File: config.mk
export PLATFORM = sky130hd
export DESIGN_NAME = nec_ir_edge_decoder_unit
export DESIGN_NICKNAME = d
export VERILOG_FILES = /design/src/nir_pkg.sv /design/src/nir_step.sv /design/src/nec_ir_edge_decoder_unit.sv
export SDC_FILE = /design/constraint.sdc
export NUM_CORES = 1
export LEC_CHECK = 0
export BUFFER_PORTS_ARGS = -buffer_cell sky130_fd_sc_hd__buf_2
export CAP_MARGIN = 20
export CORE_AREA = 4 4 210 212
export DETAILED_ROUTE_END_ITERATION = 6
export DIE_AREA = 0 0 214 216
export PLACE_DENSITY_LB_ADDON = 0.2
export SETUP_SLACK_MARGIN = 0.15
export SLEW_MARGIN = 40
export SYNTH_ARGS = -nofsm -noshare
export SYNTH_HDL_FRONTEND = slang
export SYNTH_SLANG_ARGS = --single-unit
export TNS_END_PERCENT = 50
File: constraint.sdc
create_clock -name clk -period 6.5 [get_ports clk]
set_input_delay 1.3 -clock clk [delete_from_list [all_inputs] [get_ports clk]]
set_output_delay 1.3 -clock clk [all_outputs]
set_load 0.02 [all_outputs]
File: src/nir_pkg.sv
// Shared types, constants and helpers for the NEC IR edge decoder.
// No dependencies.
package nir_pkg;

    localparam int FRAME_BITS = 32;
    localparam int NUM_REGS   = 6;
    localparam int REG_W      = 32;
    localparam int IDX_W      = 3;
    localparam int TIME_W     = 16;
    localparam int BITS_W     = 6;

    localparam logic [BITS_W-1:0] BITS_INIT = BITS_W'(FRAME_BITS & 63);

    localparam logic [IDX_W-1:0] REG_PRO_GAP   = IDX_W'(0);
    localparam logic [IDX_W-1:0] REG_PRO_PULSE = IDX_W'(1);
    localparam logic [IDX_W-1:0] REG_REP_PULSE = IDX_W'(2);
    localparam logic [IDX_W-1:0] REG_SYM_GAP   = IDX_W'(3);
    localparam logic [IDX_W-1:0] REG_ZERO      = IDX_W'(4);
    localparam logic [IDX_W-1:0] REG_ONE       = IDX_W'(5);

    typedef enum logic [1:0] {
        PH_IDLE,
        PH_INIT,
        PH_GAP,
        PH_PULSE
    } phase_t;

    typedef logic [NUM_REGS-1:0][REG_W-1:0] win_array_t;

    typedef struct packed {
        phase_t              phase;
        logic [TIME_W-1:0]   last_time;
        logic                have_last;
        logic [REG_W-1:0]    shift_code;
        logic [BITS_W-1:0]   bits_left;
        logic                repeat_seen;
        logic                skip_next;
    } state_t;

    typedef struct packed {
        logic             valid;
        logic [REG_W-1:0] code;
        logic             is_repeat;
    } result_t;

    // inclusive window: min in bits 15:0, max in bits 31:16
    function automatic logic in_window(input logic [TIME_W-1:0] interval,
                                       input logic [REG_W-1:0] window);
        in_window = (interval >= window[15:0]) && (interval <= window[31:16]);
    endfunction

endpackage

File: src/nir_step.sv
// Next-state and result logic for one edge item.
// Depends on nir_pkg.
module nir_step
(
    input  nir_pkg::state_t              cur,
    input  logic [nir_pkg::TIME_W-1:0]   edge_time,
    input  logic                         first_edge,
    input  nir_pkg::win_array_t          win,
    output nir_pkg::state_t              nxt,
    output nir_pkg::result_t             res
);

    logic [nir_pkg::TIME_W-1:0] interval;
    logic                       hit_pro_gap;
    logic                       hit_pro_pulse;
    logic                       hit_rep_pulse;
    logic                       hit_sym_gap;
    logic                       hit_zero;
    logic                       hit_one;
    logic [nir_pkg::BITS_W-1:0] bits_dec;

    assign interval      = edge_time - cur.last_time;
    assign hit_pro_gap   = nir_pkg::in_window(interval, win[nir_pkg::REG_PRO_GAP]);
    assign hit_pro_pulse = nir_pkg::in_window(interval, win[nir_pkg::REG_PRO_PULSE]);
    assign hit_rep_pulse = nir_pkg::in_window(interval, win[nir_pkg::REG_REP_PULSE]);
    assign hit_sym_gap   = nir_pkg::in_window(interval, win[nir_pkg::REG_SYM_GAP]);
    assign hit_zero      = nir_pkg::in_window(interval, win[nir_pkg::REG_ZERO]);
    assign hit_one       = nir_pkg::in_window(interval, win[nir_pkg::REG_ONE]);
    assign bits_dec      = cur.bits_left - nir_pkg::BITS_W'(1);

    always_comb
    begin
        nxt           = cur;
        res.valid     = 1'b0;
        res.code      = '0;
        res.is_repeat = 1'b0;

        if (first_edge || !cur.have_last)
        begin
            nxt.last_time   = edge_time;
            nxt.have_last   = 1'b1;
            nxt.phase       = nir_pkg::PH_IDLE;
            nxt.shift_code  = '0;
            nxt.bits_left   = '0;
            nxt.repeat_seen = 1'b0;
            nxt.skip_next   = 1'b0;
        end
        else
        begin
            nxt.last_time = edge_time;
            if (cur.skip_next)
            begin
                nxt.skip_next = 1'b0;
            end
            else
            begin
                case (cur.phase)
                    nir_pkg::PH_IDLE, nir_pkg::PH_GAP:
                    begin
                        if (cur.phase == nir_pkg::PH_GAP &&
                            cur.bits_left != '0 && hit_sym_gap)
                        begin
                            nxt.phase = nir_pkg::PH_PULSE;
                        end
                        else if (hit_pro_gap)
                        begin
                            nxt.phase      = nir_pkg::PH_INIT;
                            nxt.shift_code = '0;
                        end
                        else
                        begin
                            nxt.phase     = nir_pkg::PH_IDLE;
                            nxt.skip_next = 1'b1;
                        end
                    end
                    nir_pkg::PH_INIT:
                    begin
                        if (hit_rep_pulse)
                        begin
                            nxt.repeat_seen = 1'b1;
                            nxt.bits_left   = '0;
                            nxt.phase       = nir_pkg::PH_IDLE;
                            res.valid       = 1'b1;
                            res.is_repeat   = 1'b1;
                        end
                        else if (hit_pro_pulse)
                        begin
                            nxt.repeat_seen = 1'b0;
                            nxt.bits_left   = nir_pkg::BITS_INIT;
                            nxt.phase       = nir_pkg::PH_GAP;
                        end
                        else
                        begin
                            nxt.phase = nir_pkg::PH_IDLE;
                        end
                    end
                    nir_pkg::PH_PULSE:
                    begin
                        if (hit_zero || hit_one)
                        begin
                            nxt.shift_code = {cur.shift_code[nir_pkg::REG_W-2:0], !hit_zero};
                            nxt.bits_left  = bits_dec;
                            if (bits_dec == '0)
                            begin
                                nxt.phase     = nir_pkg::PH_IDLE;
                                res.valid     = 1'b1;
                                res.code      = {cur.shift_code[nir_pkg::REG_W-2:0], !hit_zero};
                                res.is_repeat = cur.repeat_seen;
                            end
                            else
                            begin
                                nxt.phase = nir_pkg::PH_GAP;
                            end
                        end
                        else
                        begin
                            nxt.phase = nir_pkg::PH_IDLE;
                        end
                    end
                    default:
                    begin
                        nxt.phase = nir_pkg::PH_IDLE;
                    end
                endcase
            end
        end
    end

endmodule

File: src/nec_ir_edge_decoder_unit.sv
// An accepted item waits in the input register, is processed when not stalled, and its result is registered.
// Throughput: one item per cycle while no stalled held result blocks processing.
// in_stall rises only when a held result blocks an item that is waiting to be processed.
// Reset (async, rst_n low): parser idle, no previous edge, shift code cleared, windows zero; code output not reset.
// Top level of the NEC IR edge decoder; depends on nir_pkg and nir_step.
module nec_ir_edge_decoder_unit
(
    input  logic                              clk,
    input  logic                              rst_n,
    input  logic                              cfg_we,
    input  logic [nir_pkg::IDX_W-1:0]         cfg_index,
    input  logic [nir_pkg::REG_W-1:0]         cfg_data,
    input  logic                              in_valid,
    output logic                              in_stall,
    input  logic [nir_pkg::TIME_W-1:0]        edge_time,
    input  logic                              first_edge,
    output logic                              out_valid,
    input  logic                              out_stall,
    output logic [nir_pkg::REG_W-1:0]         code,
    output logic                              is_repeat
);

    nir_pkg::win_array_t         win_reg;
    logic                        in_valid_reg;
    logic [nir_pkg::TIME_W-1:0]  edge_time_reg;
    logic                        first_edge_reg;
    nir_pkg::state_t             state_reg;
    nir_pkg::state_t             state_next;
    nir_pkg::result_t            res;
    logic                        out_valid_reg;
    logic [nir_pkg::REG_W-1:0]   code_reg;
    logic                        is_repeat_reg;
    logic                        process;
    logic                        in_take;

    assign process  = in_valid_reg && (!out_valid_reg || !out_stall);
    assign in_stall = in_valid_reg && !process;
    assign in_take  = in_valid && !in_stall;

    nir_step u_step
    (
        .cur        (state_reg),
        .edge_time  (edge_time_reg),
        .first_edge (first_edge_reg),
        .win        (win_reg),
        .nxt        (state_next),
        .res        (res)
    );

    always_ff @(posedge clk or negedge rst_n)
    begin
        if (!rst_n)
        begin
            win_reg <= '0;
        end
        else if (cfg_we && cfg_index < nir_pkg::IDX_W'(nir_pkg::NUM_REGS))
        begin
            win_reg[cfg_index] <= cfg_data;
        end
    end

    always_ff @(posedge clk or negedge rst_n)
    begin
        if (!rst_n)
        begin
            in_valid_reg  <= 1'b0;
            state_reg     <= '0;
            out_valid_reg <= 1'b0;
        end
        else
        begin
            if (in_take)
            begin
                in_valid_reg <= 1'b1;
            end
            else if (process)
            begin
                in_valid_reg <= 1'b0;
            end
            if (process)
            begin
                state_reg <= state_next;
            end
            if (process && res.valid)
            begin
                out_valid_reg <= 1'b1;
            end
            else if (!out_stall)
            begin
                out_valid_reg <= 1'b0;
            end
        end
    end

    always_ff @(posedge clk)
    begin
        if (in_take)
        begin
            edge_time_reg  <= edge_time;
            first_edge_reg <= first_edge;
        end
        if (process && res.valid)
        begin
            code_reg      <= res.code;
            is_repeat_reg <= res.is_repeat;
        end
    end

    assign out_valid = out_valid_reg;
    assign code      = code_reg;
    assign is_repeat = is_repeat_reg;

`ifndef SYNTHESIS
    a_gap_bits: assert property (@(posedge clk) disable iff (!rst_n)
        (state_reg.phase == nir_pkg::PH_GAP || state_reg.phase == nir_pkg::PH_PULSE)
        |-> state_reg.bits_left != '0)
        else $error("symbol phase with no bits left");
    a_skip_idle: assert property (@(posedge clk) disable iff (!rst_n)
        state_reg.skip_next |-> state_reg.phase == nir_pkg::PH_IDLE)
        else $error("skip pending outside idle");
    a_repeat_code: assert property (@(posedge clk) disable iff (!rst_n)
        (out_valid && is_repeat) |-> code == '0)
        else $error("repetition with non-zero code");
    a_stall_held: assert property (@(posedge clk) disable iff (!rst_n)
        in_stall |-> (in_valid_reg && out_valid_reg))
        else $error("input stalled with nothing held");
`endif

endmodule

After elaboration in Yosys (flattened, before gate mapping)
Cells that the tools add are included.

Bits of input ports: 57. Register bits after elaboration: 302. Output and inout port bits: 35. Logic and storage cells: 125.

Bitwise operators: 3. $lt $le $gt $ge: 15. Add/subtract/negate cells: 2. Equality and inequality tests: 9. Reduce and logical (&&, ||, !) cells: 39. Muxes and demuxes: 38.

Operators by type and width (number): $bwmux 192 (1); $mux 34 (4); $demux 32 s3 (1); $ge 16x16->1 (6); $le 16x16->1 (6); $mux 32 (2); $mux 31 (2); $pmux 31 s2 (1); $mux 39 (1); $mux 38 (1); $mux 37 (1); $mux 18 (1); $sub 16x16->16 (1); $logic_and 1x1->1 (14); $mux 7 (2); $mux 2 (6); $pmux 6 s2 (1); $mux 1 (11); $reduce_bool 3->1 (3); $logic_not 1->1 (6); $logic_not 6->1 (1); $ne 3x1->1 const B (2); $pmux 2 s3 (1); $reduce_and 6->1 (1); 20 further kinds (30).

Logic depth before layout (Yosys ltp)
Depth after elaboration: 11. Mapped depth: 22. Mapped depth without buffers: 20.

Cells and area by module
From an unflattened synthesis, not the netlist that was laid out.

Cell total of the unflattened synthesis: 1571. Area, all modules: 18211.2 um^2.

Modules (own cells, without submodules): nec_ir_edge_decoder_unit (times used 1, area an instance 11456.0 um^2, cells each 596, sequential area each 7832.5 um^2); nir_step (times used 1, area an instance 6755.2 um^2, cells each 975, sequential area each 0.0 um^2).

Worst setup path before layout
OpenSTA, ideal clock, no wires.

Kind: register -> register. From: register edge_time_reg[4] (netlist name). To: register code_reg, in the netlist code[0] (enable). Required time: 6.077 ns. Cell stages (with the launch flop): 18. Arrival time: 5.608 ns. Setup slack: 0.469 ns. Path buffers: 0. Setup time: 0.423 ns. Period minus slack after synthesis: 6.031 ns. Cells stage by stage: edfxtp_1 -> ha_1 -> or2_2 -> a21oi_1 -> a31oi_1 -> a2111oi_0 -> or3_1 -> nand4_1 -> a21oi_1 -> xnor2_1 -> ha_1 -> nand4_1 -> or4_1 -> or3_4 -> a22oi_4 -> or2_1 -> a31oi_1 -> nor2_1.

Longest elaborated chain between the ends: 9. Elaborated cells between the ends (all ways): 17. Those cells by class: add/sub: 1; order compare: 6; mux: 5; reduce/logical: 5.

RTL lines: start: declaration (RTL line nec_ir_edge_decoder_unit.sv:25) `logic [nir_pkg::TIME_W-1:0] edge_time_reg;`; start signal: assignment (RTL line nec_ir_edge_decoder_unit.sv:99) `edge_time_reg <= edge_time;`; $sub 16x16->16 (*) (RTL line nir_step.sv:22) `assign interval = edge_time - cur.last_time;`; $ge 16x16->1 or $le 16x16->1 (tied branches) (RTL line nir_pkg.sv:49) `in_window = (interval >= window[15:0]) && (interval <= window[31:16]);`; $logic_and 1x1->1 (RTL line nir_pkg.sv:49); $logic_or 1x1->1 (RTL line nir_step.sv:99) `if (hit_zero || hit_one)`; $mux 34 (RTL line nir_step.sv:99); $pmux 1 s2 (*) (RTL line nir_step.sv:57) `case (cur.phase)`; $mux 34 (*) (RTL line nir_step.sv:51) `if (cur.skip_next)`; $mux 34 (*) (RTL line nir_step.sv:38) `if (first_edge || !cur.have_last)`; $logic_and 1x1->1 (*) (RTL line nec_ir_edge_decoder_unit.sv:102) `if (process && res.valid)`; end signal: assignment (RTL line nec_ir_edge_decoder_unit.sv:104) `code_reg <= res.code;`; end: declaration (RTL line nec_ir_edge_decoder_unit.sv:31) `logic [nir_pkg::REG_W-1:0] code_reg;`.

Every way passes the cells marked *; elsewhere a longest branch is shown, timed or not. A chain may end at the register's enable or synchronous reset.

Worst setup path in the final report
From: register edge_time_reg[4] (netlist name). To: register state_reg[32] (netlist name).

Longest elaborated chain between the ends: 6. Elaborated cells between the ends (all ways): 19. Those cells by class: add/sub: 1; order compare: 8; eq/ne: 3; reduce/logical: 7.

RTL lines: $sub 16x16->16 (*) (RTL line nir_step.sv:22); $ge 16x16->1 or $le 16x16->1 (tied branches) (RTL line nir_pkg.sv:49); $logic_and 1x1->1 (RTL line nir_pkg.sv:49); $logic_or 1x1->1 or $logic_and 1x1->1 (tied branches) (RTL line nir_step.sv:99, nir_step.sv:61); $ne 3x1->1 (no source line) or $ne 3x2->1 (tied branches); $reduce_and 6->1 (no source line) (*); end signal: assignment (RTL line nec_ir_edge_decoder_unit.sv:82) `state_reg <= state_next;`; end: declaration (RTL line nec_ir_edge_decoder_unit.sv:27) `nir_pkg::state_t state_reg;`.

Marked as above.

==> metrics.md <==
| Metric | Value |
|---|---|
| Final wirelength | ~43000 µm |
| Crit path kind | reg2reg |
| Synthesized net count | about 1900 |
| Max FFs per register | approximately 190 |
| Final HPWL DP | slightly above 30000 µm |
| Synthesized area | between 15000 and 20000 µm² |
| GRT Util Overall | 0.1882 |
| Critical Path RT | a little under 7 ns |
| Vias in the first global route | 12450 |
| Clock Tree Buf Depth | 3 |
| # setup viols final | 0 |
| Post-DRT Antenna Nets | 0 |
| Die area | ~46000 µm² |
| Share of cells above drive strength 1 | 0.1534 |
| Worst-path clk slew | around 0.06 ns |
| EDFF count, synth | 50 |
| Ant. Diodes | 0 |
| # port buffers | 91 |
| Post-CTS Setup Inserts | 0 |
| Num CTS Buffers | 37 |
| Die Wd | 214 µm |
| Synth top area cells | dfrtp_1 38%, ha_1 16%, edfxtp_1 9.0% |
| Dominant cell by count in the synthesized netlist | dfrtp_1 |
| Vias/cell | 5.138 |
| Post-Syn Instances | 1649 |
| Pin count of the biggest net entering global routing | 99 |
| Startpoint Class | register |
| Clock Latency Late Sink | approximately 0.55 ns |
| Avg Cell Area, Syn | roughly 10 µm² |
| Placed Cells | between 2000 and 2500 |
| Part of the Yosys area used for sequential elements | 0.4669 |
| I/O pin count | between 90 and 100 |
| Starting Density | 0.3986 |
| Total leakage power | approximately 0.009 µW |
| Fin cells | ~2300 |
| Drt drc | 0 |
| Post-cts sizing count | 0 |
| HP Class | reg2reg |
| First-pass iteration count of the detailed router | 5 |
| Nets | 2025 |
| CP Capture Type | register |
| CTS Sinks | 302 |
| CP Data Arrival Time | ~6.3 ns |
| Synth Flop Type | dfrtp_1 |
| First-pass GRT wire length | 69550 µm |
| Total power | about 6700 µW |
| P&R area growth vs syn | 14.95% |
| Crit Path Max Fanout | 18 |
| Max H-tree Level | 2 |
| Final Hold Viols | 0 |
| Core footprint | around 42000 µm² |
| Outcome | finished, final reports clean |
| Slew HR | 0.4415 |
| Post-Route Skew | between 0.015 and 0.02 ns |
| Highest Clock Rate | 0.1725 GHz |
| GRT overflow | 0 |
| Register bit total from synthesis | 302 |
| Worst vdd ir | 0.1927 mV |
| Fin crit period | a little under 6 ns |
| Distinct cells, synth | between 60 and 70 |
| Routed len/inst | roughly 18 µm |
| Post-synth ARST share | 0.8344 |
| # rows | 75 |
| Top cell type's share of synthesized area | 0.3771 |
| Max-cap viol count | 0 |
| Worst slew pin tran | about 0.83 ns |
| Yosys Warn Count | 0 |
| CTS hold repair buffers | 0 |
| Via count | 11946 |
| Fin. max-slew vios | 0 |
| DRT iter0 DRCs | 590 |
| Die Ht | about 220 µm |
| RSZ-0062 raised after global routing | false |
| Clock Tree Root | clkbuf_16 |
| Fin crit share | 0.8918 |
| Final GP Congestion | about 0.85 |
| Synth cell count leaders | 252 x dfrtp_1, 218 x nand2_1, 216 x inv_1 |
| Setup TNS | 0 ns |
| Initial antenna violation count | 0 |
| CTS tree | done |
| Largest area contributor in the netlist | dfrtp_1 |
| Power Density | approximately 350 nW/µm² |
| Layout fillers | slightly below 4000 |
-- cell usage in the layout (no fill, tap or decap), types with 5 or more instances in the layout --
cell       netlist  layout
dfrtp_1        252     252
nand2_1        218     217
inv_1          216     216
ha_1           209     209
o21ai_0        167     167
buf_2           10      90
mux2_2          73      73
a21oi_1         65      65
edfxtp_1        50      50
clkbuf_16        0      39
and2_1          36      34
o2bb2ai_1       33      33
nand4_1         29      29
nor2_1          29      27
buf_4            0      27
a21o_1          24      24
nand3_1         18      17
nor2b_1         12      12
nand2b_1        12      12
xnor2_1         12      11
a211oi_1        11      11
o211ai_1        10      10
o21a_1          10      10
nor3_1           9       8
and3_1           7       7
a2111oi_0        7       7
a31oi_1          6       6
o31ai_1          6       6
nor4_1           6       6
clkinv_2         0       6
clkbuf_1        39       6
and4_1           5       5
a221oi_1         5       5
-- cell families (layout without fill, tap and decap cells) --
family	Yosys count	count (layout)	share of synthesized area
muxes	74	74	0.05006
adders and majority gates	210	210	0.1576
and+or+nand+nor	410	410	0.1179
AOI/OAI and AO/OA	371	371	0.1390
DFF	302	302	0.4669
buffers and inverters	267	404	0.06069
xor gates and xnor gates	15	15	0.007857
-- stage by stage --
step	setup slack, ns	utilization	instance area (µm²)	hold slack (ns)
2_1_floorplan	0.4690	-	16720	0.4501
3_3_place_gp	0.6747	0.4269	17910	0.4681
3_5_place_dp	0.7733	0.4282	17960	0.4754
4_1_cts	0.7284	0.4576	19190	0.4888
5_1_grt	0.2158	0.4582	19220	0.5016
6_report	0.7031	0.4582	19220	0.4845
-- path summary, 6_finish.rpt --
path / start / end / slack (ns) / depth (start not counted)
max in group asynchronous: rst_n / win_reg[92] / 4.71 / 3
worst max register to register: edge_time_reg[4] / state_reg[32] / 0.70 / 18
worst min-delay path: state_reg[40] / state_reg[40] / 0.48 / 1
worst max-delay path: edge_time_reg[4] / state_reg[32] / 0.70 / 18
worst min register to register: state_reg[40] / state_reg[40] / 0.48 / 1
min in group asynchronous: rst_n / win_reg[66] / 0.63 / 1
-- power by group --
group / internal [µW] / switching, µW
registers: 2200 / 111
clock network: 1260 / 828
logic: 906 / 1370
-- critical path, cell delays in order, from the launching register on --
cell and delay, ns:
edfxtp_1 0.38, ha_1 0.36, or2_2 0.29, a21oi_1 0.14
a31oi_1 0.08, a2111oi_0 0.58, or3_1 0.23, nand4_1 0.09
a21oi_1 0.20, xnor2_1 0.28, ha_1 0.43, nand4_1 0.16
or4_1 0.61, or3_4 0.40, a22oi_4 0.21, or2_1 0.19
and2_1 0.57, buf_4 0.36, o2bb2ai_1 0.14
-- area by class of cell --
class	count	area, µm²	share of cell area
multi-input combinational	1080	7954	0.4138
timing repair buffer	121	743.2	0.03867
inverter	216	810.8	0.04218
clock buffer	49	1054	0.05481
tap	539	674.4	0.03509
sequential	302	7807	0.4062
clock inverter	18	177.7	0.009244
-- routing by layer --
| metal | share of wire | routed length (µm) | GRT usage | up-vias |
|---|---|---|---|---|
| met5 | 0 | 0 | 0 | - |
| met4 | 0.023 | 998 | 0.04992 | 0 |
| met3 | 0.034 | 1452 | 0.03347 | 60 |
| met2 | 0.48 | 20470 | 0.3246 | 170 |
| met1 | 0.46 | 19750 | 0.2461 | 5759 |
| li1 | - | - | - | 5957 |
No activity file was read; power rests on OpenSTA's default activity.
